`src/rtl/core/b64e_pkg.sv`:
```
// b64e_pkg: shared types, constants and the sextet-to-ascii mapping
// for the base64 stream encoder; no dependencies
package b64e_pkg;

    localparam int CHAR_W   = 7;
    localparam int SEXTET_W = 6;
    localparam int MAX_CHARS = 4;
    localparam int IDX_W    = 2;

    localparam logic [CHAR_W-1:0] PAD_CHAR = 7'd61;

    typedef enum logic [1:0] {
        PH_FIRST  = 2'd0,
        PH_SECOND = 2'd1,
        PH_THIRD  = 2'd2
    } t_phase;

    // one queue entry: the characters a single input byte produces
    typedef struct packed {
        logic [MAX_CHARS-1:0][CHAR_W-1:0] chars;
        logic [IDX_W-1:0]                 last_idx;
        logic                             last;
    } t_cmd;

    typedef struct packed {
        logic empty;
        logic full;
    } t_q_status;

    function automatic logic [CHAR_W-1:0] sextet_char(input logic [SEXTET_W-1:0] v);
        logic [CHAR_W-1:0] r;
        if (v < 6'd26) begin
            r = 7'd65 + {1'b0, v};
        end else if (v < 6'd52) begin
            r = 7'd71 + {1'b0, v};
        end else if (v < 6'd62) begin
            r = {1'b0, v} - 7'd4;
        end else if (v == 6'd62) begin
            r = 7'd43;
        end else begin
            r = 7'd47;
        end
        return r;
    endfunction

endpackage

```
`src/rtl/core/b64e_front.sv`:
```
// b64e_front: accepts raw bytes, tracks group phase and leftover bits,
// and builds one character command per byte; uses b64e_pkg
module b64e_front import b64e_pkg::*; (
    input  logic       i_clk,
    input  logic       i_rst_n,
    input  logic       i_valid,
    input  logic [7:0] i_data_byte,
    input  logic       i_end_of_message,
    input  t_q_status  i_q_status,
    output logic       o_stall,
    output logic       o_push,
    output t_cmd       o_cmd
);

    t_phase     r_phase, n_phase;
    logic [3:0] r_leftover, n_leftover;
    logic       accept;

    assign o_stall = i_q_status.full;
    assign accept  = i_valid && !i_q_status.full;
    assign o_push  = accept;

    always_comb begin
        n_phase    = r_phase;
        n_leftover = r_leftover;
        o_cmd      = '0;
        o_cmd.last = i_end_of_message;
        case (r_phase)
            PH_SECOND: begin
                o_cmd.chars[0] = sextet_char({r_leftover[1:0], i_data_byte[7:4]});
                o_cmd.chars[1] = sextet_char({i_data_byte[3:0], 2'b00});
                o_cmd.chars[2] = PAD_CHAR;
                o_cmd.last_idx = i_end_of_message ? 2'd2 : 2'd0;
                n_leftover     = i_data_byte[3:0];
                n_phase        = PH_THIRD;
            end
            PH_THIRD: begin
                o_cmd.chars[0] = sextet_char({r_leftover, i_data_byte[7:6]});
                o_cmd.chars[1] = sextet_char(i_data_byte[5:0]);
                o_cmd.last_idx = 2'd1;
                n_leftover     = 4'd0;
                n_phase        = PH_FIRST;
            end
            default: begin
                o_cmd.chars[0] = sextet_char(i_data_byte[7:2]);
                o_cmd.chars[1] = sextet_char({i_data_byte[1:0], 4'b0000});
                o_cmd.chars[2] = PAD_CHAR;
                o_cmd.chars[3] = PAD_CHAR;
                o_cmd.last_idx = i_end_of_message ? 2'd3 : 2'd0;
                n_leftover     = {2'b00, i_data_byte[1:0]};
                n_phase        = PH_SECOND;
            end
        endcase
        // message end always restarts the group
        if (i_end_of_message) begin
            n_phase    = PH_FIRST;
            n_leftover = 4'd0;
        end
    end

    always_ff @(posedge i_clk) begin
        if (!i_rst_n) begin
            r_phase    <= PH_FIRST;
            r_leftover <= 4'd0;
        end else if (accept) begin
            r_phase    <= n_phase;
            r_leftover <= n_leftover;
        end
    end

endmodule

```
`src/rtl/core/b64e_queue.sv`:
```
// b64e_queue: small register queue of character commands between
// front and back; uses b64e_pkg
module b64e_queue import b64e_pkg::*; #(
    parameter int DEPTH = 2
) (
    input  logic      i_clk,
    input  logic      i_rst_n,
    input  logic      i_push,
    input  t_cmd      i_cmd,
    input  logic      i_pop,
    output t_cmd      o_head,
    output t_q_status o_status
);

    localparam int PTR_W = $clog2(DEPTH);
    localparam int CNT_W = $clog2(DEPTH + 1);

    t_cmd             r_mem [DEPTH];
    logic [PTR_W-1:0] r_wr_ptr, r_rd_ptr;
    logic [CNT_W-1:0] r_count;

    assign o_head         = r_mem[r_rd_ptr];
    assign o_status.empty = (r_count == '0);
    assign o_status.full  = (r_count == CNT_W'(DEPTH));

    always_ff @(posedge i_clk) begin
        if (i_push) begin
            r_mem[r_wr_ptr] <= i_cmd;
        end
    end

    always_ff @(posedge i_clk) begin
        if (!i_rst_n) begin
            r_wr_ptr <= '0;
            r_rd_ptr <= '0;
            r_count  <= '0;
        end else begin
            if (i_push) begin
                r_wr_ptr <= (r_wr_ptr == PTR_W'(DEPTH - 1)) ? '0 : r_wr_ptr + 1'b1;
            end
            if (i_pop) begin
                r_rd_ptr <= (r_rd_ptr == PTR_W'(DEPTH - 1)) ? '0 : r_rd_ptr + 1'b1;
            end
            case ({i_push, i_pop})
                2'b10:   r_count <= r_count + 1'b1;
                2'b01:   r_count <= r_count - 1'b1;
                default: r_count <= r_count;
            endcase
        end
    end

    a_no_overflow: assert property (@(posedge i_clk) disable iff (!i_rst_n)
        i_push |-> !o_status.full)
        else $error("queue push while full");

    a_no_underflow: assert property (@(posedge i_clk) disable iff (!i_rst_n)
        i_pop |-> !o_status.empty)
        else $error("queue pop while empty");

endmodule

```
`src/rtl/core/b64e_back.sv`:
```
// b64e_back: walks the head command one character a cycle into the
// output register while the receiver does not stall; uses b64e_pkg
module b64e_back import b64e_pkg::*; (
    input  logic              i_clk,
    input  logic              i_rst_n,
    input  t_cmd              i_head,
    input  t_q_status         i_q_status,
    output logic              o_pop,
    input  logic              i_stall,
    output logic              o_valid,
    output logic [CHAR_W-1:0] o_out_char,
    output logic              o_final_char
);

    logic [IDX_W-1:0]  r_idx, n_idx;
    logic              r_out_valid;
    logic [CHAR_W-1:0] r_out_char;
    logic              r_out_final;
    logic              load;
    logic              at_end;

    assign load   = !i_q_status.empty && (!r_out_valid || !i_stall);
    assign at_end = (r_idx == i_head.last_idx);
    assign o_pop  = load && at_end;

    always_comb begin
        n_idx = r_idx;
        if (load) begin
            n_idx = at_end ? '0 : r_idx + 1'b1;
        end
    end

    always_ff @(posedge i_clk) begin
        if (!i_rst_n) begin
            r_idx       <= '0;
            r_out_valid <= 1'b0;
        end else begin
            r_idx <= n_idx;
            if (load) begin
                r_out_valid <= 1'b1;
            end else if (!i_stall) begin
                r_out_valid <= 1'b0;
            end
        end
    end

    always_ff @(posedge i_clk) begin
        if (load) begin
            r_out_char  <= i_head.chars[r_idx];
            r_out_final <= i_head.last && at_end;
        end
    end

    assign o_valid      = r_out_valid;
    assign o_out_char   = r_out_char;
    assign o_final_char = r_out_final;

    // a partly sent command stays at the head until its last character
    a_idx_has_head: assert property (@(posedge i_clk) disable iff (!i_rst_n)
        (r_idx != '0) |-> !i_q_status.empty)
        else $error("character index advanced without a queued command");

    a_idx_in_range: assert property (@(posedge i_clk) disable iff (!i_rst_n)
        !i_q_status.empty |-> (r_idx <= i_head.last_idx))
        else $error("character index beyond command length");

endmodule

```
`src/rtl/core/base64_stream_encoder.sv`:
```
// base64_stream_encoder: top level, front classifier, command queue and
// character back end; uses b64e_pkg, b64e_front, b64e_queue, b64e_back
//
// usage:
//   input channel  i_valid / o_stall carries one raw byte and an end flag
//   output channel o_valid / i_stall carries one ascii base64 character
//   with o_final_char set on the last character of the message
//   each byte becomes a command of one to four characters in a short queue
//   an accepted byte is written to a queue entry, and its first character
//   then goes to the output register, when the queue and output are clear
//   throughput: one character per cycle while the receiver does not stall; a
//   byte yields one or two characters in mid message, up to four on a message
//   end; the single output register port sets that rate, and the queue of
//   QUEUE_DEPTH commands lets bytes be taken in back to back while characters
//   drain
//   reset: synchronous, active low; empties the queue and the output and
//   starts a new group
//   receiver stall holds the output character; the queue fills and then
//   o_stall rises until characters drain
module base64_stream_encoder import b64e_pkg::*; #(
    parameter int QUEUE_DEPTH = 2  // two or more
) (
    input  logic              i_clk,
    input  logic              i_rst_n,
    input  logic              i_valid,
    output logic              o_stall,
    input  logic [7:0]        i_data_byte,
    input  logic              i_end_of_message,
    output logic              o_valid,
    input  logic              i_stall,
    output logic [CHAR_W-1:0] o_out_char,
    output logic              o_final_char
);

    t_cmd      push_cmd;
    t_cmd      head_cmd;
    t_q_status q_status;
    logic      push;
    logic      pop;

    b64e_front u_front (
        .i_clk            (i_clk),
        .i_rst_n          (i_rst_n),
        .i_valid          (i_valid),
        .i_data_byte      (i_data_byte),
        .i_end_of_message (i_end_of_message),
        .i_q_status       (q_status),
        .o_stall          (o_stall),
        .o_push           (push),
        .o_cmd            (push_cmd)
    );

    b64e_queue #(
        .DEPTH (QUEUE_DEPTH)
    ) u_queue (
        .i_clk    (i_clk),
        .i_rst_n  (i_rst_n),
        .i_push   (push),
        .i_cmd    (push_cmd),
        .i_pop    (pop),
        .o_head   (head_cmd),
        .o_status (q_status)
    );

    b64e_back u_back (
        .i_clk        (i_clk),
        .i_rst_n      (i_rst_n),
        .i_head       (head_cmd),
        .i_q_status   (q_status),
        .o_pop        (pop),
        .i_stall      (i_stall),
        .o_valid      (o_valid),
        .o_out_char   (o_out_char),
        .o_final_char (o_final_char)
    );

endmodule

```
`config.mk`:
```
export PLATFORM = sky130hd
export DESIGN_NAME = base64_stream_encoder
export DESIGN_NICKNAME = d
export VERILOG_FILES = /design/src/rtl/core/b64e_pkg.sv /design/src/rtl/core/b64e_front.sv /design/src/rtl/core/b64e_queue.sv /design/src/rtl/core/b64e_back.sv /design/src/rtl/core/base64_stream_encoder.sv
export SDC_FILE = /design/constraint.sdc
export NUM_CORES = 1
export LEC_CHECK = 0
export ABC_AREA = 1
export BUFFER_PORTS_ARGS = -buffer_cell sky130_fd_sc_hd__buf_4
export CORE_UTILIZATION = 62
export CTS_BUF_LIST = sky130_fd_sc_hd__clkbuf_16
export DETAILED_ROUTE_END_ITERATION = 12
export PLACE_DENSITY = 0.81
export RECOVER_POWER = 100
export SYNTH_ARGS = -nofsm -noshare
export SYNTH_HDL_FRONTEND = slang
export SYNTH_SLANG_ARGS = --single-unit
```
`constraint.sdc`:
```
create_clock -name i_clk -period 2.3 [get_ports i_clk]
set_input_delay 0.115 -clock i_clk [delete_from_list [all_inputs] [get_ports i_clk]]
set_output_delay 0.115 -clock i_clk [all_outputs]
set_load 0.02 [all_outputs]
```
==> flow_metrics.env, run 1 <==
export IMPL_synthTopCellsByArea="edfxtp_1 32%, nand2_1 15%, ha_1 7.7%, dfxtp_1 6.4%, nand3_1 6.3%"
export IMPL_cp_start_kind="flip-flop"
export IMPL_die_height_um=86.0
export IMPL_cp_end_kind="flip-flop"
export IMPL_worst_ep_arrival_time_ns=2.11
export IMPL_drc=0
export IMPL_yosysUniqueCellTypes=38
export IMPL_yosysMostFrequentCell="nand2_1"
export IMPL_vias=4118
export IMPL_holdBufCountCts=0
export IMPL_gp_congestion=0.975
export IMPL_ys_ff_latch=60
export IMPL_muxShareOfSynthArea_pct=0
export IMPL_core_um2=6790
export IMPL_cts_buffer_depth=2
export IMPL_portBuffers=22
export IMPL_ctsResizeCount=0
export IMPL_synth_yosys_seq_area_share_pct=38.0
export IMPL_gr_total_overflow=0
export IMPL_timing_rr_start="u_front.r_leftover[0]$_SDFFE_PN0P_"
export IMPL_clkTransAtPathRegs_ns=0.05
export IMPL_synth_largest_area_cell="edfxtp_1"
export IMPL_cpMostUsedCell="nand2_1"
export IMPL_viasPerCell=5.80
export IMPL_synth_compound_area_share_pct=14.1
export IMPL_n_antenna_cell=0
export IMPL_synth_area_per_cell_um2=7.49
export IMPL_first_global_vias=3756
export IMPL_min_path_type="in2reg"
export IMPL_setup_violations=0
export IMPL_multi_input_area_um2=2330
export IMPL_rrSetupSlack_ns=0.24
export IMPL_yosys_warnings=0
export IMPL_cts_tree="built"
export IMPL_grtUsageMet1_pct=40.2
export IMPL_register_area_um2=1660
export IMPL_timing_final_crit_share_pct=89.4
export IMPL_worst_pin_slew_ns=0.738
export IMPL_slew_limit_headroom_pct=50.8
export IMPL_synth_top_family_by_area="simple AND/OR/NAND/NOR gates"
export IMPL_min_period_ns=2.06
export IMPL_areaGrowthSynthToFinish_pct=10.4
export IMPL_grt_pass1_wl_um=18100
export IMPL_power_total_mw=4.49
export IMPL_slowest_delay_ns=0.34
export IMPL_wire_per_inst_um=15.9
export IMPL_synth_top_area_share_pct=31.6
export IMPL_leakage_nw=2.13
export IMPL_syn_area_um2=4380
export IMPL_power_density_nw_per_um2=928
export IMPL_clockRootBuffer="clkbuf_16"
export IMPL_required_ns=2.35
export IMPL_clk_latency_ns=0.32
export IMPL_holdWs_ns=0.0588
export IMPL_dr_pass1_iters=5
export IMPL_synth_nets=624
export IMPL_async_flop_share_pct=0
export IMPL_drv_cap=0
export IMPL_use_met2_pct=54.6
export IMPL_crit_type="reg2reg"
export IMPL_ant_nets=0
export IMPL_synthXorXnorAreaFrac_pct=3.40
export IMPL_synth_common_cells="171 x nand2_1, 55 x nand3_1, 46 x edfxtp_1"
export IMPL_r2r_cells=10
export IMPL_whs_endpoint="u_front.r_phase[1]$_SDFFE_PN0P_"
export IMPL_finalHoldViolCount=0
export IMPL_cts_sinks=60
export IMPL_antenna_found_initial=0
export IMPL_min_path_cells=2
export IMPL_grt_total_usage_pct=31.9
export IMPL_ios=23
export IMPL_nets=649
export IMPL_synthCells=584
export IMPL_max_clock_freq_mhz=486
export IMPL_synth_main_ff_cell="edfxtp_1"
export IMPL_grt_busiest_layer="met2"
export IMPL_fin_skew_ns=0.00463
export IMPL_start_util_pct=64.4
export IMPL_worstPathCellList="clkbuf_2 > ha_1 > a21oi_1 > nand2_1 > inv_1 > a21oi_1 > nand3_1 > nand2_1 > nand2_1 > nand2_1"
export IMPL_rsz0062_at_grt="no"
export IMPL_hp_start="i_rst_n"
export IMPL_drtIter0Drc=374
export IMPL_row_count=30
export IMPL_reg2reg_to="u_queue.r_mem[0][8]$_DFFE_PP_"
export IMPL_final_max_slew_viol_count=0
export IMPL_grt_max_degree=20
export IMPL_tns_ns=0
export IMPL_n_fill_cell=584
export IMPL_cts_buffers=9
export IMPL_dieArea_um2=7400
export IMPL_crit_path_max_fanout=10
export IMPL_ir_drop_mv=0.499
export IMPL_synth_edff_count=46
export IMPL_wirelength_um=11300
export IMPL_post_synth_and_or_nand_nor_area_fraction_pct=28.2
export IMPL_use_met3_pct=4.52
export IMPL_cts_setup_buffers=0
export IMPL_die_w_um=86.0
export IMPL_synth_fa_ha_area_share_pct=7.72
export IMPL_status="finished clean"
export IMPL_htreeDepth=3
export IMPL_slowest_stage="dfxtp_1"
export IMPL_dp_hpwl_um=8110
export IMPL_drive_above_1_share_pct=9.12
==> area by class of cell <==
| cell class | instances | area share (%) |
|---|---|---|
| Timing Repair Buffer | 35 | 4.09 |
| Inverter | 63 | 5.00 |
| Tap cell | 96 | 2.49 |
| Clock buffer | 9 | 4.66 |
| Clock inverter | 7 | 1.09 |
| Multi-Input combinational cell | 440 | 48.3 |
| Sequential cell | 60 | 34.4 |
==> power by group <==
part	switching (mW)	internal, mW
clock network	0.411	0.811
logic	1.13	0.506
registers	0.0997	1.53
==> cells by family after synthesis <==
| kind of cell | count (synthesis) |
|---|---|
| buffers and inverters | 84 |
| adders and majority gates | 27 |
| xor gates and xnor gates | 17 |
| DFF | 60 |
| and+or+nand+nor | 288 |
| AOI/OAI and AO/OA | 108 |
==> worst max path at each step <==
stage	start	to	slack, ns	cells after the start
finish	u_front.r_leftover[0]$_SDFFE_PN0P_	u_queue.r_mem[0][8]$_DFFE_PP_	0.24	10
global route	u_queue.r_count[0]$_SDFFE_PN0P_	u_queue.r_count[1]$_SDFFE_PN0P_	0.07	9
CTS	u_queue.r_count[0]$_SDFFE_PN0P_	u_queue.r_count[1]$_SDFFE_PN0P_	0.34	9
detailed placement	i_data_byte[1]	u_queue.r_mem[0][14]$_DFFE_PP_	0.14	15
global placement	i_data_byte[1]	u_queue.r_mem[0][14]$_DFFE_PP_	0.24	15
floorplan	u_queue.r_count[0]$_SDFFE_PN0P_	u_queue.r_mem[1][0]$_DFFE_PP_	0.32	3
==> cells in the final DEF (no fill, tap or decap), drive strengths merged <==
cell and instances:
xor2 13, clkbuf 27, o21bai 1, nand4 4, buf 17, inv 67
a31oi 1, o211ai 12, or2 2, o21a 1, o21ai 37, xnor2 4
dfxtp 14, o311ai 1, edfxtp 46, o22ai 2, o31ai 1, a21oi 46
nor2 41, clkinv 2, a221o 5, nand2 176, nand3 56, ha 27
a211oi 1, bufinv 1, nor3 9
==> per-stage QoR <==
| step | setup WS, ns | std cells | cell area (µm²) | util, % |
|---|---|---|---|---|
| detailed placement | 0.142 | 694 | 4620 | 68.0 |
| global placement | 0.240 | 694 | 4620 | 68.0 |
| finish | 0.243 | 710 | 4830 | 71.1 |
| global route | 0.0651 | 710 | 4830 | 71.1 |
| CTS | 0.340 | 710 | 4900 | 72.1 |
| floorplan | 0.321 | 584 | 4380 | - |
==> critical path: cells and delay by family (launching register included) <==
kind,cells,cell delay (ns)
AND/OR/NAND/NOR,5,0.56
buffers and inverters,2,0.42
flip-flops,1,0.34
adder cells (fa/ha/maj),1,0.24
AO/OA/AOI/OAI,2,0.24
==> state kept, by name, indices dropped and copies added, names as in the netlist, named ones only <==
| register | cells |
|---|---|
| u_queue.r_mem | 38 |
| u_queue.r_count | 2 |
| u_back.o_final_char | 1 |
| u_queue.r_wr_ptr | 1 |
| u_front.r_phase | 2 |
| u_back.r_idx | 2 |
| u_back.o_out_char | 7 |
| u_queue.r_rd_ptr | 1 |
| u_front.r_leftover | 4 |
| u_back.o_valid | 1 |
==> layer usage <==
metal,wire [µm],up-vias
li1,-,2003
met3,757,28
met4,322,0
met5,0,-
met1,4670,1888
met2,5560,199
No activity file was read; power rests on OpenSTA's default activity.
==> run 2, diff against run 1 <==
CELL_PAD_IN_SITES_DETAIL_PLACEMENT = 1   (was default)
CELL_PAD_IN_SITES_GLOBAL_PLACEMENT = 2   (was default)
CORE_UTILIZATION = 39   (was 62)
PLACE_DENSITY = default   (was 0.81)
PLACE_DENSITY_LB_ADDON = 0.15   (was default)
clock period = 2.6 ns   (was 2.3 ns; I/O delays follow)
==> run 2 against run 1 <==
  * Clock power shrank 8%
  * Register-to-register slack improved by 0.14 ns
  * Critical path depth decreased by 6
  * Die area is 57% higher
  * Cell count increased by 5.5%
  * Highest routed layer unchanged
  * Hold slack better by 0.0048 ns
  * Worst setup slack better by 0.14 ns
  * Combinational power decreased by 13%
  * Flip-flop and latch count unchanged
  * Sequential share of layout area fell by 0.24 points
  * Clock-buffer cell count is the same
  * Critical endpoint is now u_queue.r_mem[1][14]$_DFFE_PP_
  * Total power down 11%
==> flow_metrics.env, run 2 (synthesis gave the netlist of run 1 again) <==
export IMPL_htreeDepth=3
export IMPL_ant_nets=0
export IMPL_drive_above_1_share_pct=9.36
export IMPL_p_sw_mw=1.48
export IMPL_core_um2=10900
export IMPL_switching_share_pct=37.1
export IMPL_worstPathCellList="o21ai_0 > clkbuf_2 > nor2_1 > clkbuf_1"
export IMPL_cts_sinks=60
export IMPL_cts_buffer_depth=2
export IMPL_drc=0
export IMPL_ir_drop_mv=0.601
export IMPL_grt_pass1_wl_um=21700
export IMPL_gr_total_overflow=0
export IMPL_min_path_type="in2reg"
export IMPL_worst_ep_arrival_time_ns=2.15
export IMPL_crit_path_max_fanout=20
export IMPL_portBuffers=22
export IMPL_viasPerCell=5.36
export IMPL_clockPowerShare_pct=28.2
export IMPL_rsz0062_at_grt="no"
export IMPL_nets=644
export IMPL_largest_reg_flops=38
export IMPL_cts_setup_buffers=0
export IMPL_worst_pin_slew_ns=1.17
export IMPL_holdBufCountCts=0
export IMPL_tns_ns=0
export IMPL_final_cell_mix="172 x nand2_1, 55 x nand3_1, 47 x inv_1, 46 x edfxtp_1, 45 x a21oi_1"
export IMPL_fin_skew_ns=0.00823
export IMPL_start_util_pct=40.2
export IMPL_dr_pass1_iters=4
export IMPL_critical_path_startpoint="u_queue.r_count[0]$_SDFFE_PN0P_"
export IMPL_min_period_ns=2.21
export IMPL_die_w_um=108
export IMPL_status="finished clean"
export IMPL_timing_rr_start="u_queue.r_count[0]$_SDFFE_PN0P_"
export IMPL_final_cell_area_um2=4870
export IMPL_regMostFlops="u_queue.r_mem"
export IMPL_cp_top_family="buffers and inverters"
export IMPL_die_height_um=108
export IMPL_grt_max_degree=21
export IMPL_n_fill_cell=1385
export IMPL_grt_total_usage_pct=24.3
export IMPL_holdWs_ns=0.0636
export IMPL_cts_tree="built"
export IMPL_drv_cap=0
export IMPL_vias=4017
export IMPL_dieArea_um2=11700
export IMPL_layout_commonest_cell="nand2_1"
export IMPL_final_max_slew_viol_count=0
export IMPL_dp_hpwl_um=9980
export IMPL_ios=23
export IMPL_leakage_nw=2.11
export IMPL_clk_latency_ns=0.32
export IMPL_cp_depth=4
export IMPL_r2r_cells=4
export IMPL_placedInstanceArea_um2=4640
export IMPL_setup_violations=0
export IMPL_critPathCapture="u_queue.r_mem[1][14]$_DFFE_PP_"
export IMPL_clockRootBuffer="clkbuf_16"
export IMPL_cts_buffers=9
export IMPL_drtIter0Drc=136
export IMPL_timing_final_crit_share_pct=85.1
export IMPL_seq_power_share_pct=36.0
export IMPL_first_global_vias=4215
export IMPL_slowest_stage="clkbuf_1"
export IMPL_register_area_um2=1660
export IMPL_cp_start_kind="flip-flop"
export IMPL_gp_congestion=0.843
export IMPL_areaGrowthSynthToFinish_pct=11.2
export IMPL_rrSetupSlack_ns=0.39
export IMPL_finalHoldViolCount=0
export IMPL_cp_end_kind="flip-flop"
export IMPL_cp_num_buf_inv=2
export IMPL_n_antenna_cell=0
export IMPL_max_clock_freq_mhz=452
export IMPL_slowest_delay_ns=0.87
export IMPL_power_internal_mw=2.51
export IMPL_clkTransAtPathRegs_ns=0.05
export IMPL_crit_type="reg2reg"
export IMPL_required_ns=2.53
export IMPL_slew_limit_headroom_pct=21.8
export IMPL_power_density_nw_per_um2=821
export IMPL_ctsResizeCount=0
export IMPL_antenna_found_initial=0
export IMPL_multi_input_area_um2=2330
export IMPL_wirelength_um=13200
export IMPL_row_count=38
export IMPL_pwr_share_comb_pct=35.8
export IMPL_reg2reg_to="u_queue.r_mem[1][14]$_DFFE_PP_"
export IMPL_wire_per_inst_um=17.6
## run 2: cell count changes in the layout (fill, tap and decap cells not counted), moves of 2 or more
| cell | previous run | this run |
|---|---|---|
| clkbuf_1 | 16 | 14 |
| inv_1 | 51 | 47 |
| buf_4 | 17 | 15 |
| clkinv_2 | 0 | 2 |
## run 2: routing by layer
| metal | up-vias | wire length, µm | track usage (%) | part of all wire, % |
|---|---|---|---|---|
| li1 | 1990 | - | - | - |
| met1 | 1949 | 6170 | 30.4 | 47 |
| met2 | 55 | 6480 | 43.2 | 49 |
| met3 | 23 | 232 | 2.71 | 1.8 |
| met4 | 0 | 287 | 8.22 | 2.2 |
| met5 | - | 0 | 0 | 0 |
## run 2: area by class of cell
class	count	share of cell area, %
Sequential cell	60	34.1
Multi-Input combinational cell	440	48.0
Timing Repair Buffer	30	3.50
Tap cell	140	3.60
Clock inverter	7	1.21
Inverter	63	4.96
Clock buffer	9	4.63
## run 2: per-stage QoR
step                      worst slack [ns]  util (%)  cells  power, mW
final                                0.387      44.7    749       3.99
after global routing                 0.158      44.7    749       4.24
after CTS                            0.422      45.2    749       4.10
after detailed placement             0.339      42.6    733       2.97
after global placement               0.430      42.6    733       2.92
after floorplan                      0.621         -    584       2.47
## run 2: power groups by stage
stage | clock network, mW | logic [mW] | registers [mW]
final | 1.12 | 1.43 | 1.44
after global routing | 1.18 | 1.61 | 1.46
after CTS | 1.14 | 1.52 | 1.44
after detailed placement | 0 | 1.51 | 1.46
after global placement | 0 | 1.48 | 1.45
after floorplan | 0 | 0.944 | 1.53
## run 2: how the worst min path moves through the flow
stage	start	to	slack, ns	cells after the start
after floorplan	i_end_of_message	u_queue.r_mem[0][0]$_DFFE_PP_	0.23	0
after global placement	i_end_of_message	u_queue.r_mem[0][0]$_DFFE_PP_	0.39	1
after detailed placement	i_end_of_message	u_queue.r_mem[1][0]$_DFFE_PP_	0.39	1
after CTS	i_rst_n	u_front.r_phase[1]$_SDFFE_PN0P_	0.06	2
after global routing	i_rst_n	u_front.r_phase[1]$_SDFFE_PN0P_	0.07	2
final	i_rst_n	u_front.r_phase[1]$_SDFFE_PN0P_	0.06	2
==> run 3, diff against run 2 <==
CORE_ASPECT_RATIO = 0.7   (was default)
==> run 3 against run 2 <==
  * First-iteration DRC count grew to 2.8 times the previous value
  * Worst setup slack lost 0.058 ns
  * Die area is essentially flat
  * Wire length grew 7.5%
  * Clock power is essentially flat
  * Maximum frequency shrank 2.5%
  * Clock skew shrank 0.0036 ns
  * Cell count grew 1.9%
  * Global-route usage grew 2.2 points
  * Critical endpoint is now u_queue.r_mem[0][3]$_DFFE_PP_
  * Highest routed layer unchanged
==> flow_metrics.env, run 3 (synthesis gave the netlist of run 1 again) <==
export IMPL_timing_final_crit_share_pct=87.3
export IMPL_hp_start="i_rst_n"
export IMPL_final_max_slew_viol_count=0
export IMPL_timing_rr_start="u_front.r_leftover[0]$_SDFFE_PN0P_"
export IMPL_die_w_um=129
export IMPL_holdBufCountCts=0
export IMPL_dp_hpwl_um=10800
export IMPL_ir_drop_mv=0.444
export IMPL_slowest_stage="dfxtp_1"
export IMPL_areaGrowthSynthToFinish_pct=12.3
export IMPL_regMostFlops="u_queue.r_mem"
export IMPL_worst_ep_arrival_time_ns=2.35
export IMPL_drc=0
export IMPL_slew_limit_headroom_pct=21.7
export IMPL_r2r_cells=10
export IMPL_grt_pass1_wl_um=23300
export IMPL_rrSetupSlack_ns=0.33
export IMPL_cp_end_kind="flip-flop"
export IMPL_finalHoldViolCount=0
export IMPL_cts_buffers=9
export IMPL_wire_per_inst_um=18.5
export IMPL_required_ns=2.68
export IMPL_crit_path_max_fanout=8
export IMPL_power_density_nw_per_um2=832
export IMPL_vias=4167
export IMPL_worst_pin_slew_ns=1.17
export IMPL_drive_above_1_share_pct=9.59
export IMPL_portBuffers=22
export IMPL_antenna_found_initial=0
export IMPL_min_path_type="in2reg"
export IMPL_htreeDepth=3
export IMPL_slowest_delay_ns=0.44
export IMPL_min_path_cells=2
export IMPL_wirelength_um=14200
export IMPL_setup_violations=0
export IMPL_ctsResizeCount=0
export IMPL_die_height_um=90.6
export IMPL_core_um2=10600
export IMPL_dp_cells=747
export IMPL_first_global_vias=4285
export IMPL_finalWorstSetupSlack_ns=0.329
export IMPL_final_cell_mix="171 x nand2_1, 55 x nand3_1, 48 x inv_1, 46 x edfxtp_1, 45 x a21oi_1"
export IMPL_cpMostUsedCell="inv_1"
export IMPL_max_clock_freq_mhz=440
export IMPL_start_util_pct=41.2
export IMPL_fin_skew_ns=0.00464
export IMPL_n_fill_cell=1366
export IMPL_cts_setup_buffers=0
export IMPL_grt_total_usage_pct=26.4
export IMPL_drtIter0Drc=374
export IMPL_reg2reg_to="u_queue.r_mem[0][3]$_DFFE_PP_"
export IMPL_dr_pass1_iters=5
export IMPL_layout_commonest_cell="nand2_1"
export IMPL_drv_cap=0
export IMPL_rsz0062_at_grt="no"
export IMPL_n_antenna_cell=0
export IMPL_clockRootBuffer="clkbuf_16"
export IMPL_cp_start_kind="flip-flop"
export IMPL_leakage_nw=2.13
export IMPL_dieArea_um2=11700
export IMPL_largest_reg_flops=38
export IMPL_status="finished clean"
export IMPL_cts_buffer_depth=2
export IMPL_clkTransAtPathRegs_ns=0.05
export IMPL_gp_congestion=0.875
export IMPL_row_count=31
export IMPL_crit_type="reg2reg"
export IMPL_clk_latency_ns=0.34
export IMPL_cts_sinks=60
export IMPL_cts_tree="built"
export IMPL_viasPerCell=5.46
export IMPL_gr_total_overflow=0
export IMPL_whs_endpoint="u_front.r_phase[1]$_SDFFE_PN0P_"
export IMPL_worstPathCellList="inv_1 > ha_1 > nor2_4 > inv_2 > nor2_1 > inv_1 > o21ai_0 > nand3_1 > nand2_1 > inv_1"
export IMPL_final_cells=763
export IMPL_tns_ns=0
export IMPL_ios=23
export IMPL_ant_nets=0
export IMPL_nets=650
export IMPL_grt_max_degree=20
export IMPL_min_period_ns=2.27
export IMPL_post_place_ws_ns=0.396
run 3: cell type report:
class                   count  area [µm²]  share of cell area [%]
multi-input cells         440        2330                    47.5
clock inverters             7        58.8                    1.20
inverters                  63         241                    4.91
clock buffers               9         225                    4.58
well taps                 148         185                    3.77
repair buffers             36         206                    4.20
flip-flops and latches     60        1660                    33.8
run 3: report_power, final:
part / internal, mW / leakage (nW) / switching (mW) / total (mW)
clock network: 0.727 / 0.141 / 0.422 / 1.15
logic: 0.455 / 1.45 / 1.04 / 1.50
registers: 1.35 / 0.539 / 0.0898 / 1.44
total: 2.53 / 2.13 / 1.55 / 4.09
run 3: worst max path at each step:
stage               slack (ns)                               start                              to
detailed placement        0.40                      i_data_byte[1]  u_queue.r_mem[1][14]$_DFFE_PP_
global placement          0.49                      i_data_byte[1]  u_queue.r_mem[0][14]$_DFFE_PP_
CTS                       0.50  u_front.r_leftover[0]$_SDFFE_PN0P_   u_queue.r_mem[0][4]$_DFFE_PP_
floorplan                 0.62     u_queue.r_count[0]$_SDFFE_PN0P_   u_queue.r_mem[1][0]$_DFFE_PP_
global route              0.18  u_front.r_leftover[0]$_SDFFE_PN0P_   u_queue.r_mem[1][3]$_DFFE_PP_
finish                    0.33  u_front.r_leftover[0]$_SDFFE_PN0P_   u_queue.r_mem[0][3]$_DFFE_PP_
run 3: routing by layer:
layer / global-route usage (%) / part of all wire, % / up-vias
li1: - / - / 2009
met1: 39.2 / 50 / 2030
met2: 38.8 / 42 / 116
met3: 6.22 / 6.2 / 12
met4: 5.39 / 1.0 / 0
met5: 0 / 0 / -
run 3: worst max-delay path, delay by kind of cell, from the launching register on:
kind            cells  cell delay [ns]
simple gates        4             0.51
buf+inv             4             0.45
fa+ha+maj           1             0.29
compound gates      1             0.32
flops               1             0.44
run 3: through the flow:
| step | total power [mW] | utilization, % | hold WS (ns) | area (µm²) |
|---|---|---|---|---|
| final | 4.09 | 46.2 | 0.0634 | 4910 |
| after global routing | 4.34 | 46.2 | 0.0745 | 4910 |
| after CTS | 4.20 | 46.9 | 0.0286 | 4980 |
| after detailed placement | 3.02 | 44.2 | 0.385 | 4700 |
| after global placement | 2.99 | 44.2 | 0.393 | 4700 |
| after floorplan | 2.47 | - | 0.229 | 4380 |
